`config.mk`:
```
export PLATFORM = sky130hd
export DESIGN_NAME = restart_supervisor_fsm_core
export DESIGN_NICKNAME = d
export VERILOG_FILES = /design/src/rtl/core/rsf_pkg.sv /design/src/rtl/core/restart_supervisor_fsm_core.sv
export VERILOG_INCLUDE_DIRS = /design/src /design/src/rtl/core
export SDC_FILE = /design/constraint.sdc
export NUM_CORES = 1
export LEC_CHECK = 0
export BUFFER_PORTS_ARGS = -buffer_cell sky130_fd_sc_hd__buf_4
export CORE_MARGIN = 3
export CORE_UTILIZATION = 61
export DETAILED_ROUTE_END_ITERATION = 8
export PLACE_DENSITY_LB_ADDON = 0.08
export SKIP_LAST_GASP = 1
export SYNTH_ARGS = -nofsm -noshare
export SYNTH_HDL_FRONTEND = slang
export SYNTH_SLANG_ARGS = --single-unit
```
`constraint.sdc`:
```
create_clock -name clk -period 7.8 [get_ports clk]
set_input_delay 1.56 -clock clk [delete_from_list [all_inputs] [get_ports clk]]
set_output_delay 1.56 -clock clk [all_outputs]
set_load 0.01 [all_outputs]
```
`src/rtl/core/assert_macros.svh`:
```
// ----------------------------------------------------------------------------
// assert_macros.svh
// Shared concurrent assertion macros for the rtl/core blocks
// ----------------------------------------------------------------------------
`ifndef ASSERT_MACROS_SVH
`define ASSERT_MACROS_SVH

// antecedent implies consequent in the same cycle
`define ASSERT_IMPLIES(label, clk, rst, ante, cons, msg) \
  label: assert property (@(posedge clk) disable iff (rst) (ante) |-> (cons)) \
    else $error(msg);

// antecedent implies consequent in the next cycle
`define ASSERT_NEXT(label, clk, rst, ante, cons, msg) \
  label: assert property (@(posedge clk) disable iff (rst) (ante) |=> (cons)) \
    else $error(msg);

// condition holds at every clock edge out of reset
`define ASSERT_ALWAYS(label, clk, rst, cond, msg) \
  label: assert property (@(posedge clk) disable iff (rst) 1'b1 |-> (cond)) \
    else $error(msg);

`endif

```
`src/rtl/core/rsf_pkg.sv`:
```
// ----------------------------------------------------------------------------
// rsf_pkg
// Types, codes and constants of the restart supervisor core
// ----------------------------------------------------------------------------
`default_nettype none

package rsf_pkg;

  // widths
  localparam int TIME_BITS  = 32;
  localparam int TIMER_BITS = 20;
  localparam int MAX_BITS   = 4;
  localparam int COUNT_BITS = 5;
  localparam int ADDR_BITS  = 4;
  localparam int DATA_BITS  = 32;
  localparam int IN_BITS    = 8;
  localparam int OUT_BITS   = 16;

  // saturation value of the failure counter
  localparam logic [COUNT_BITS-1:0] COUNT_SAT = 5'd16;

  // register reset values
  localparam logic [MAX_BITS-1:0]   BURST_MAX_RST = 4'd5;
  localparam logic [TIMER_BITS-1:0] WINDOW_RST    = 20'd60000;
  localparam logic [TIMER_BITS-1:0] BACKOFF_RST   = 20'd1000;
  localparam logic [TIMER_BITS-1:0] GRACE_RST     = 20'd3000;

  // event kinds
  typedef enum logic [2:0] {
    REQ_TICK  = 3'd0,
    REQ_START = 3'd1,
    REQ_EXIT  = 3'd2,
    REQ_SPAWN = 3'd3,
    REQ_STOP  = 3'd4
  } req_t;

  // worker actions
  typedef enum logic [1:0] {
    ACT_NONE  = 2'd0,
    ACT_SPAWN = 2'd1,
    ACT_SOFT  = 2'd2,
    ACT_FORCE = 2'd3
  } action_t;

  // register word indexes
  typedef enum logic [1:0] {
    REG_BURST_MAX = 2'd0,
    REG_WINDOW    = 2'd1,
    REG_BACKOFF   = 2'd2,
    REG_GRACE     = 2'd3
  } reg_idx_t;

  // one result beat
  typedef struct packed {
    logic                  exit_code;
    logic                  finished;
    logic [COUNT_BITS-1:0] attempt;
    logic                  recover_flag;
    action_t               action;
  } result_t;

  // timer load: a zero length counts as one tick
  function automatic logic [TIMER_BITS-1:0] load_timer(input logic [TIMER_BITS-1:0] ticks);
    load_timer = (ticks == '0) ? TIMER_BITS'(1) : ticks;
  endfunction

endpackage

`default_nettype wire

```
`src/rtl/core/restart_supervisor_fsm_core.sv`:
```
// ----------------------------------------------------------------------------
// restart_supervisor_fsm_core
// Event driven supervisor for one worker with restart, backoff and stop
// ----------------------------------------------------------------------------
// The core takes one event beat per cycle while the result side keeps
// draining and returns exactly one result beat for each. An event is held in
// an input register, and the whole state update for it (time counter, burst
// window, backoff and grace timers, worker flags) is done in one pass of
// compare and counter logic into the state and result registers, and a new
// event is taken every cycle as long as the result side keeps draining, at a
// rate set by that single state update. The user must write registers over the
// APB port only while no event is in flight; the core does not enforce this.
`default_nettype none

`include "assert_macros.svh"

module restart_supervisor_fsm_core (
  input  wire logic                          clk,
  input  wire logic                          rst,
  // event stream
  input  wire logic                          s_tvalid,
  output logic                               s_tready,
  input  wire logic [rsf_pkg::IN_BITS-1:0]   s_tdata,  // [0] exit_clean, [1] spawn_ok
  input  wire logic [2:0]                    s_tuser,  // [2:0] req_type
  // result stream
  output logic                               m_tvalid,
  input  wire logic                          m_tready,
  output logic [rsf_pkg::OUT_BITS-1:0]       m_tdata,  // [1:0] action, [2] recover_flag,
                                                       // [7:3] attempt, [8] finished,
                                                       // [9] exit_code
  // register port
  input  wire logic                          psel,
  input  wire logic                          penable,
  input  wire logic                          pwrite,
  input  wire logic [rsf_pkg::ADDR_BITS-1:0] paddr,
  input  wire logic [rsf_pkg::DATA_BITS-1:0] pwdata,
  output logic [rsf_pkg::DATA_BITS-1:0]      prdata,
  output logic                               pready
);

  localparam int TB = rsf_pkg::TIME_BITS;
  localparam int RB = rsf_pkg::TIMER_BITS;
  localparam int CB = rsf_pkg::COUNT_BITS;
  localparam int MB = rsf_pkg::MAX_BITS;

  // configuration registers
  logic [MB-1:0] burst_max;
  logic [RB-1:0] window_ticks;
  logic [RB-1:0] backoff_ticks;
  logic [RB-1:0] grace_ticks;
  logic          cfg_write;
  rsf_pkg::reg_idx_t cfg_idx;

  assign pready    = 1'b1;
  assign cfg_idx   = rsf_pkg::reg_idx_t'(paddr[3:2]);
  assign cfg_write = psel && penable && pwrite && pready;

  always_ff @(posedge clk) begin
    if (rst) begin
      burst_max     <= rsf_pkg::BURST_MAX_RST;
      window_ticks  <= rsf_pkg::WINDOW_RST;
      backoff_ticks <= rsf_pkg::BACKOFF_RST;
      grace_ticks   <= rsf_pkg::GRACE_RST;
    end else if (cfg_write) begin
      unique case (cfg_idx)
        rsf_pkg::REG_BURST_MAX: burst_max     <= pwdata[MB-1:0];
        rsf_pkg::REG_WINDOW:    window_ticks  <= pwdata[RB-1:0];
        rsf_pkg::REG_BACKOFF:   backoff_ticks <= pwdata[RB-1:0];
        rsf_pkg::REG_GRACE:     grace_ticks   <= pwdata[RB-1:0];
        default: ;
      endcase
    end
  end

  // register readback
  always_comb begin
    unique case (cfg_idx)
      rsf_pkg::REG_BURST_MAX: prdata = {{(rsf_pkg::DATA_BITS-MB){1'b0}}, burst_max};
      rsf_pkg::REG_WINDOW:    prdata = {{(rsf_pkg::DATA_BITS-RB){1'b0}}, window_ticks};
      rsf_pkg::REG_BACKOFF:   prdata = {{(rsf_pkg::DATA_BITS-RB){1'b0}}, backoff_ticks};
      rsf_pkg::REG_GRACE:     prdata = {{(rsf_pkg::DATA_BITS-RB){1'b0}}, grace_ticks};
      default:                prdata = '0;
    endcase
  end

  // input register
  logic       in_valid;
  logic [2:0] in_req;
  logic       in_clean;
  logic       in_ok;
  logic       advance;

  assign advance  = in_valid && (!m_tvalid || m_tready);
  assign s_tready = !in_valid || advance;

  always_ff @(posedge clk) begin
    if (rst) begin
      in_valid <= 1'b0;
    end else if (s_tready) begin
      in_valid <= s_tvalid;
    end
  end

  always_ff @(posedge clk) begin
    if (s_tready && s_tvalid) begin
      in_req   <= s_tuser;
      in_clean <= s_tdata[0];
      in_ok    <= s_tdata[1];
    end
  end

  // supervisor state
  logic [TB-1:0] now_count,      now_count_next;
  logic [TB-1:0] burst_start,    burst_start_next;
  logic [CB-1:0] fail_count,     fail_count_next;
  logic [RB-1:0] backoff_left,   backoff_left_next;
  logic          backoff_active, backoff_active_next;
  logic [RB-1:0] grace_left,     grace_left_next;
  logic          grace_active,   grace_active_next;
  logic          worker_alive,   worker_alive_next;
  logic          stopping_flag,  stopping_flag_next;
  logic          awaiting_spawn, awaiting_spawn_next;
  logic          done_flag,      done_flag_next;
  logic          final_status,   final_status_next;

  rsf_pkg::action_t act;
  logic             rec;
  logic [RB-1:0]    grace_dec;
  logic [RB-1:0]    backoff_dec;
  logic [TB-1:0]    elapsed;
  logic             window_over;
  logic [CB-1:0]    count_base;
  logic [CB-1:0]    count_inc;

  assign grace_dec   = grace_left - RB'(1);
  assign backoff_dec = backoff_left - RB'(1);
  assign elapsed     = now_count - burst_start;
  assign window_over = elapsed > {{(TB-RB){1'b0}}, window_ticks};
  assign count_base  = window_over ? '0 : fail_count;
  assign count_inc   = (count_base < rsf_pkg::COUNT_SAT) ? count_base + CB'(1) : count_base;

  // one event's state update
  always_comb begin
    now_count_next      = now_count;
    burst_start_next    = burst_start;
    fail_count_next     = fail_count;
    backoff_left_next   = backoff_left;
    backoff_active_next = backoff_active;
    grace_left_next     = grace_left;
    grace_active_next   = grace_active;
    worker_alive_next   = worker_alive;
    stopping_flag_next  = stopping_flag;
    awaiting_spawn_next = awaiting_spawn;
    done_flag_next      = done_flag;
    final_status_next   = final_status;
    act                 = rsf_pkg::ACT_NONE;
    rec                 = 1'b0;

    if (!done_flag) begin
      unique case (in_req)
        rsf_pkg::REQ_TICK: begin
          now_count_next = now_count + TB'(1);
          if (grace_active) begin
            grace_left_next = grace_dec;
            if (grace_dec == '0) begin
              grace_active_next = 1'b0;
              if (worker_alive) act = rsf_pkg::ACT_FORCE;
            end
          end
          if (backoff_active && act == rsf_pkg::ACT_NONE) begin
            backoff_left_next = backoff_dec;
            if (backoff_dec == '0) begin
              backoff_active_next = 1'b0;
              if (!stopping_flag) begin
                act                 = rsf_pkg::ACT_SPAWN;
                rec                 = 1'b1;
                awaiting_spawn_next = 1'b1;
              end
            end
          end
        end
        rsf_pkg::REQ_START: begin
          if (!worker_alive && !awaiting_spawn && !backoff_active && !stopping_flag) begin
            burst_start_next    = now_count;
            awaiting_spawn_next = 1'b1;
            act                 = rsf_pkg::ACT_SPAWN;
          end
        end
        rsf_pkg::REQ_EXIT: begin
          if (worker_alive) begin
            worker_alive_next = 1'b0;
            if (stopping_flag || in_clean) begin
              done_flag_next      = 1'b1;
              final_status_next   = 1'b0;
              backoff_active_next = 1'b0;
              grace_active_next   = 1'b0;
              awaiting_spawn_next = 1'b0;
            end else begin
              // unclean exit: count it in the burst window
              if (window_over) burst_start_next = now_count;
              fail_count_next = count_inc;
              if (count_inc > {1'b0, burst_max}) begin
                done_flag_next      = 1'b1;
                final_status_next   = 1'b1;
                backoff_active_next = 1'b0;
                grace_active_next   = 1'b0;
                awaiting_spawn_next = 1'b0;
              end else begin
                backoff_left_next   = rsf_pkg::load_timer(backoff_ticks);
                backoff_active_next = 1'b1;
              end
            end
          end
        end
        rsf_pkg::REQ_SPAWN: begin
          if (awaiting_spawn) begin
            awaiting_spawn_next = 1'b0;
            if (in_ok) begin
              worker_alive_next = 1'b1;
            end else begin
              done_flag_next      = 1'b1;
              final_status_next   = 1'b1;
              backoff_active_next = 1'b0;
              grace_active_next   = 1'b0;
            end
          end
        end
        rsf_pkg::REQ_STOP: begin
          if (!stopping_flag) begin
            stopping_flag_next = 1'b1;
            final_status_next  = 1'b0;
            if (worker_alive) begin
              act               = rsf_pkg::ACT_SOFT;
              grace_left_next   = rsf_pkg::load_timer(grace_ticks);
              grace_active_next = 1'b1;
            end else begin
              done_flag_next      = 1'b1;
              backoff_active_next = 1'b0;
              grace_active_next   = 1'b0;
              awaiting_spawn_next = 1'b0;
            end
          end
        end
        default: ;
      endcase
    end
  end

  // control and timer state
  always_ff @(posedge clk) begin
    if (rst) begin
      now_count      <= '0;
      burst_start    <= '0;
      fail_count     <= '0;
      backoff_left   <= '0;
      backoff_active <= 1'b0;
      grace_left     <= '0;
      grace_active   <= 1'b0;
      worker_alive   <= 1'b0;
      stopping_flag  <= 1'b0;
      awaiting_spawn <= 1'b0;
      done_flag      <= 1'b0;
      final_status   <= 1'b0;
    end else if (advance) begin
      now_count      <= now_count_next;
      burst_start    <= burst_start_next;
      fail_count     <= fail_count_next;
      backoff_left   <= backoff_left_next;
      backoff_active <= backoff_active_next;
      grace_left     <= grace_left_next;
      grace_active   <= grace_active_next;
      worker_alive   <= worker_alive_next;
      stopping_flag  <= stopping_flag_next;
      awaiting_spawn <= awaiting_spawn_next;
      done_flag      <= done_flag_next;
      final_status   <= final_status_next;
    end
  end

  // result register
  rsf_pkg::result_t res;

  always_comb begin
    res.action       = act;
    res.recover_flag = rec;
    res.attempt      = fail_count_next;
    res.finished     = done_flag_next;
    res.exit_code    = done_flag_next && final_status_next;
  end

  always_ff @(posedge clk) begin
    if (rst) begin
      m_tvalid <= 1'b0;
    end else if (advance) begin
      m_tvalid <= 1'b1;
    end else if (m_tready) begin
      m_tvalid <= 1'b0;
    end
  end

  always_ff @(posedge clk) begin
    if (advance) begin
      m_tdata <= {{(rsf_pkg::OUT_BITS-$bits(rsf_pkg::result_t)){1'b0}}, res};
    end
  end

  // checks
  `ASSERT_NEXT(a_done_sticks, clk, rst, done_flag, done_flag,
    "supervision left the finished state")
  `ASSERT_ALWAYS(a_alive_no_backoff, clk, rst, !(worker_alive && backoff_active),
    "backoff running while a worker is alive")
  `ASSERT_ALWAYS(a_count_bound, clk, rst, fail_count <= rsf_pkg::COUNT_SAT,
    "failure count above saturation")
  `ASSERT_IMPLIES(a_recover_spawn, clk, rst, m_tvalid && m_tdata[2],
    m_tdata[1:0] == rsf_pkg::ACT_SPAWN, "recovery flag without a spawn")
  `ASSERT_IMPLIES(a_exit_code, clk, rst, m_tvalid && m_tdata[9], m_tdata[8],
    "exit status reported before finishing")

endmodule

`default_nettype wire

```
==> results by group <==
Power and ir drop
  – Relative contribution of combinational cells to total power: 8.4%
  – Power density relative to cell area: 157 nW/um^2
  – Part of the power in the clock network: 42.1%
  – Power dissipated by switching net loads: 0.000565 W
  – Leakage power: 5.58 nW
  – Peak VDD IR: 0.000171 V
  – Internal: 0.00154 W
  – Switching share of total power: 26.8%
  – Fraction of power consumed by sequential logic: 49.5%

Clocking
  – Clock tree from TritonCTS: built
  – Buffer count from post-CTS setup fixing: 0
  – Number of sinks driven by the clock tree: 197
  – Later-pin clock latency in the skew report: 0.45 ns
  – Num CTS Buffers: 17
  – Reg clk slew, reported paths: 0.08 ns
  – Maximum clock path buffer count: 2
  – Clock root buffer master: sky130_fd_sc_hd__clkbuf_16
  – H-tree depth: 4

Setup path
  – Critical Path End Type: register
  – Worst r2r src: now_count[0]
  – Crit-path slowest cell: sky130_fd_sc_hd__a21oi_1
  – Endpoint of the worst register-to-register path: backoff_left[15]
  – Crit-path most repeated cell: sky130_fd_sc_hd__ha_1
  – CP startpoint kind: register
  – Critical path class: register to register
  – Register-to-Register Setup Slack: 0.54 ns
  – Start point of the critical path: now_count[0]
  – Destination of the critical timing path: backoff_left[15]
  – Number of cell instances on the worst register-to-register path: 33
  – Arrival time at the worst endpoint: 7.54 ns
  – Biggest cell delay along the critical path: 0.53 ns
  – Biggest fanout along the worst timing path: 11
  – WP data required: 8.08 ns

Yosys
  – Sequential cell area fraction in the yosys report: 33.1%
  – Dominant synthesized flop cell: sky130_fd_sc_hd__dfxtp_1
  – Flop and latch count out of synthesis: 197
  – Number of enable-type register cells in the synthesized netlist: 15
  – Share of async-settable or async-resettable flops after synthesis: 0%
  – Number of distinct library cell variants in the gate-level netlist after synthesis: 93
  – YS warnings: 0
  – Cell count after synthesis: 1567
  – Area of the mapped netlist: 12400 sq um
  – Synth Area per Inst: 7.90 sq um

Placed design
  – HPWL after DPL: 23700 um
  – Placer congestion estimate: 0.956
  – Number of input and output port buffers inserted: 65
  – Post-place instance area: 12800 sq um

STA
  – Count of pins over their slew limit: 0
  – Remaining max-slew budget at the tightest pin: 20.8%
  – Final number of setup-violating endpoints: 0
  – Worst Tran Pin Value: 1.18 ns
  – Setup_tns: 0 ns
  – Post-route minimum period: 7.26 ns
  – F_max: 0.138 GHz
  – Setup repair after global routing missed its margin: no
  – Ratio of final minimum period to clock period: 93.0%
  – Final hold violation count: 0
  – Setup skew after layout: 0.0139 ns

Routing
  – Routed via count: 11300
  – Overall routed net length: 32800 um
  – Antenna Violating Nets Remaining: 0
  – Avg Vias per Cell: 6.10
  – DR WL/cell: 17.7 um
  – DRC errors left: 0
  – Number of violations reported at the end of detailed-routing iteration 0: 890
  – Number of search-and-repair iterations in the first detailed-routing pass: 6

Die
  – Number of cell rows: 51
  – Number of top-level design ports: 105
  – CORE AREA: 19700 sq um
  – Area of the die: 22000 sq um
  – Starting density of the core: 62.8%
  – DIE WIDTH: 148 um
  – Die extent in y: 148 um

Run status
  – Status: complete, no violations

Layout
  – Synthesis-to-layout area growth: 8.51%
  – Final Util: 68.1%
  – Final #Nets: 1692
  – Ratio of cells with drive above 1 in the final layout: 9.69%
  – Design Area, Final: 13400 sq um

Flow run
  – # Max-Cap Violations: 0

Global routing
  – Via count of the first global-routing pass: 10500
  – Wire length of the first global-routing pass: 53200 um
  – Pin count of the biggest net entering global routing: 92
  – Sum of overflow across all layers after global routing: 0
  – Overall track demand over capacity in global routing: 29.6%
  – Number of antenna violations at the first check in global routing: 1

Worst hold path
  – Type of the worst min-delay path: register to register
[logic make-up after synthesis]
family	synth area share [%]
buf+inv	6.67
flops	33.1
other cells	0.0607
xor+xnor	4.10
mux	5.51
simple gates	23.0
compound gates	21.2
fa+ha+maj	6.33
[worst max-delay path: cells and delay by family (launching register included)]
family | cells | cell delay (ns)
AO/OA/AOI/OAI | 15 | 2.94
AND/OR/NAND/NOR | 10 | 2.03
adder cells (fa/ha/maj) | 5 | 1.47
flip-flops | 1 | 0.34
XOR/XNOR | 1 | 0.16
buffers and inverters | 2 | 0.15
[cell usage in the layout (no fill, tap or decap), drive strengths merged, types with 7 or more instances in the layout]
| cell type | synthesis | routed |
|---|---|---|
| a21o | 22 | 22 |
| clkbuf | 70 | 19 |
| nand3 | 48 | 48 |
| dfxtp | 182 | 182 |
| o21ai | 63 | 63 |
| a22o | 18 | 18 |
| a21oi | 132 | 132 |
| mux2 | 17 | 17 |
| a221oi | 10 | 10 |
| o211ai | 25 | 25 |
| or3 | 11 | 11 |
| nor2 | 173 | 173 |
| o41ai | 8 | 8 |
| buf | 35 | 78 |
| nand2 | 215 | 215 |
| inv | 79 | 88 |
| and2 | 10 | 10 |
| ha | 61 | 61 |
| nor3 | 42 | 42 |
| and3 | 16 | 16 |
| edfxtp | 15 | 15 |
| o22ai | 7 | 7 |
| nand2b | 11 | 11 |
| xnor2 | 27 | 27 |
| o31ai | 13 | 13 |
| xor2 | 31 | 31 |
| conb | 2 | 19 |
| nor4 | 15 | 15 |
| a31oi | 10 | 10 |
| mux2i | 40 | 40 |
| o32ai | 7 | 7 |
| nor2b | 14 | 14 |
| a211oi | 15 | 15 |
| nand4 | 21 | 21 |
[area by class of cell]
class	instances	area, sq um
Clock buffer	19	454
Fill cell	1672	6290
Clock inverter	13	128
Sequential cell	197	4090
Inverter	81	304
Multi-Input combinational cell	1201	7530
Tap cell	265	332
Antenna cell	1	2.50
Timing Repair Buffer	78	586
[cell usage after synthesis, types with 9 or more instances]
| library cell | n | area, sq um |
|---|---|---|
| sky130_fd_sc_hd__a21o_1 | 22 | 165 |
| sky130_fd_sc_hd__xnor2_1 | 27 | 236 |
| sky130_fd_sc_hd__nor2_1 | 172 | 646 |
| sky130_fd_sc_hd__a211oi_1 | 15 | 113 |
| sky130_fd_sc_hd__a221oi_1 | 9 | 78.8 |
| sky130_fd_sc_hd__o211ai_1 | 25 | 188 |
| sky130_fd_sc_hd__edfxtp_1 | 15 | 450 |
| sky130_fd_sc_hd__nand2b_1 | 11 | 68.8 |
| sky130_fd_sc_hd__o21ai_0 | 60 | 300 |
| sky130_fd_sc_hd__xor2_1 | 31 | 272 |
| sky130_fd_sc_hd__mux2_2 | 17 | 191 |
| sky130_fd_sc_hd__nor3_1 | 40 | 200 |
| sky130_fd_sc_hd__a31oi_1 | 10 | 62.6 |
| sky130_fd_sc_hd__dfxtp_1 | 182 | 3640 |
| sky130_fd_sc_hd__nand4_1 | 20 | 125 |
| sky130_fd_sc_hd__inv_1 | 79 | 297 |
| sky130_fd_sc_hd__a21oi_1 | 129 | 646 |
| sky130_fd_sc_hd__and3_1 | 16 | 100 |
| sky130_fd_sc_hd__buf_4 | 20 | 150 |
| sky130_fd_sc_hd__mux2i_1 | 40 | 400 |
| sky130_fd_sc_hd__a22o_1 | 18 | 158 |
| sky130_fd_sc_hd__or3_1 | 11 | 68.8 |
| sky130_fd_sc_hd__clkbuf_1 | 70 | 263 |
| sky130_fd_sc_hd__ha_1 | 61 | 763 |
| sky130_fd_sc_hd__nor4_1 | 14 | 87.6 |
| sky130_fd_sc_hd__nor2b_1 | 14 | 87.6 |
| sky130_fd_sc_hd__o31ai_1 | 12 | 90.1 |
| sky130_fd_sc_hd__nand2_1 | 214 | 803 |
| sky130_fd_sc_hd__nand3_1 | 48 | 240 |
[layer usage]
| metal | part of all wire, % | wire length, um | track usage [%] | vias to the layer above |
|---|---|---|---|---|
| li1 | - | - | - | 5584 |
| met1 | 43 | 14000 | 38.0 | 5312 |
| met2 | 49 | 15900 | 50.5 | 356 |
| met3 | 5.6 | 1840 | 4.39 | 68 |
| met4 | 3.0 | 996 | 10.8 | 0 |
| met5 | 0 | 0 | 0 | - |
[state kept, by name, indices dropped and copies added, names as in the netlist, 3 cells and up]
name,count
now_count,32
window_ticks,20
burst_max,4
in_req,3
fail_count,5
grace_left,20
m_tdata,10
grace_ticks,20
burst_start,32
backoff_ticks,20
backoff_left,20
[power by group through the flow]
stage / registers, W / clock network (W) / logic [W]
2_1_floorplan: 0.00106 / 0 / 0.000124
3_3_place_gp: 0.00107 / 0 / 0.000172
3_5_place_dp: 0.00107 / 0 / 0.000174
4_1_cts: 0.00104 / 0.000895 / 0.000174
5_1_grt: 0.00104 / 0.000934 / 0.000194
6_report: 0.00104 / 0.000886 / 0.000177
[worst min path at each step]
stage                startpoint          endpoint  depth (start not counted)
2_1_floorplan  backoff_ticks[0]  backoff_ticks[0]                          2
3_3_place_gp   window_ticks[19]  window_ticks[19]                          2
3_5_place_dp    window_ticks[4]   window_ticks[4]                          2
4_1_cts         window_ticks[4]   window_ticks[4]                          2
5_1_grt         window_ticks[3]   window_ticks[3]                          2
6_report        window_ticks[4]   window_ticks[4]                          2
[per-stage QoR]
stage / worst slack [ns] / hold slack [ns] / power, W / cells
6_report: 0.543 / 0.478 / 0.00211 / 1855
5_1_grt: 0.0277 / 0.495 / 0.00217 / 1855
4_1_cts: 0.374 / 0.481 / 0.00211 / 1854
3_5_place_dp: 0.382 / 0.471 / 0.00124 / 1822
3_3_place_gp: 0.524 / 0.457 / 0.00124 / 1822
2_1_floorplan: 1.27 / 0.446 / 0.00118 / 1584
[what timing repair did]
item                                    CTS  global route
resized for setup                         0             2
endpoints found under the setup margin    0            11
hold buffers                              0             0
Power figures use the tool's default switching activity.
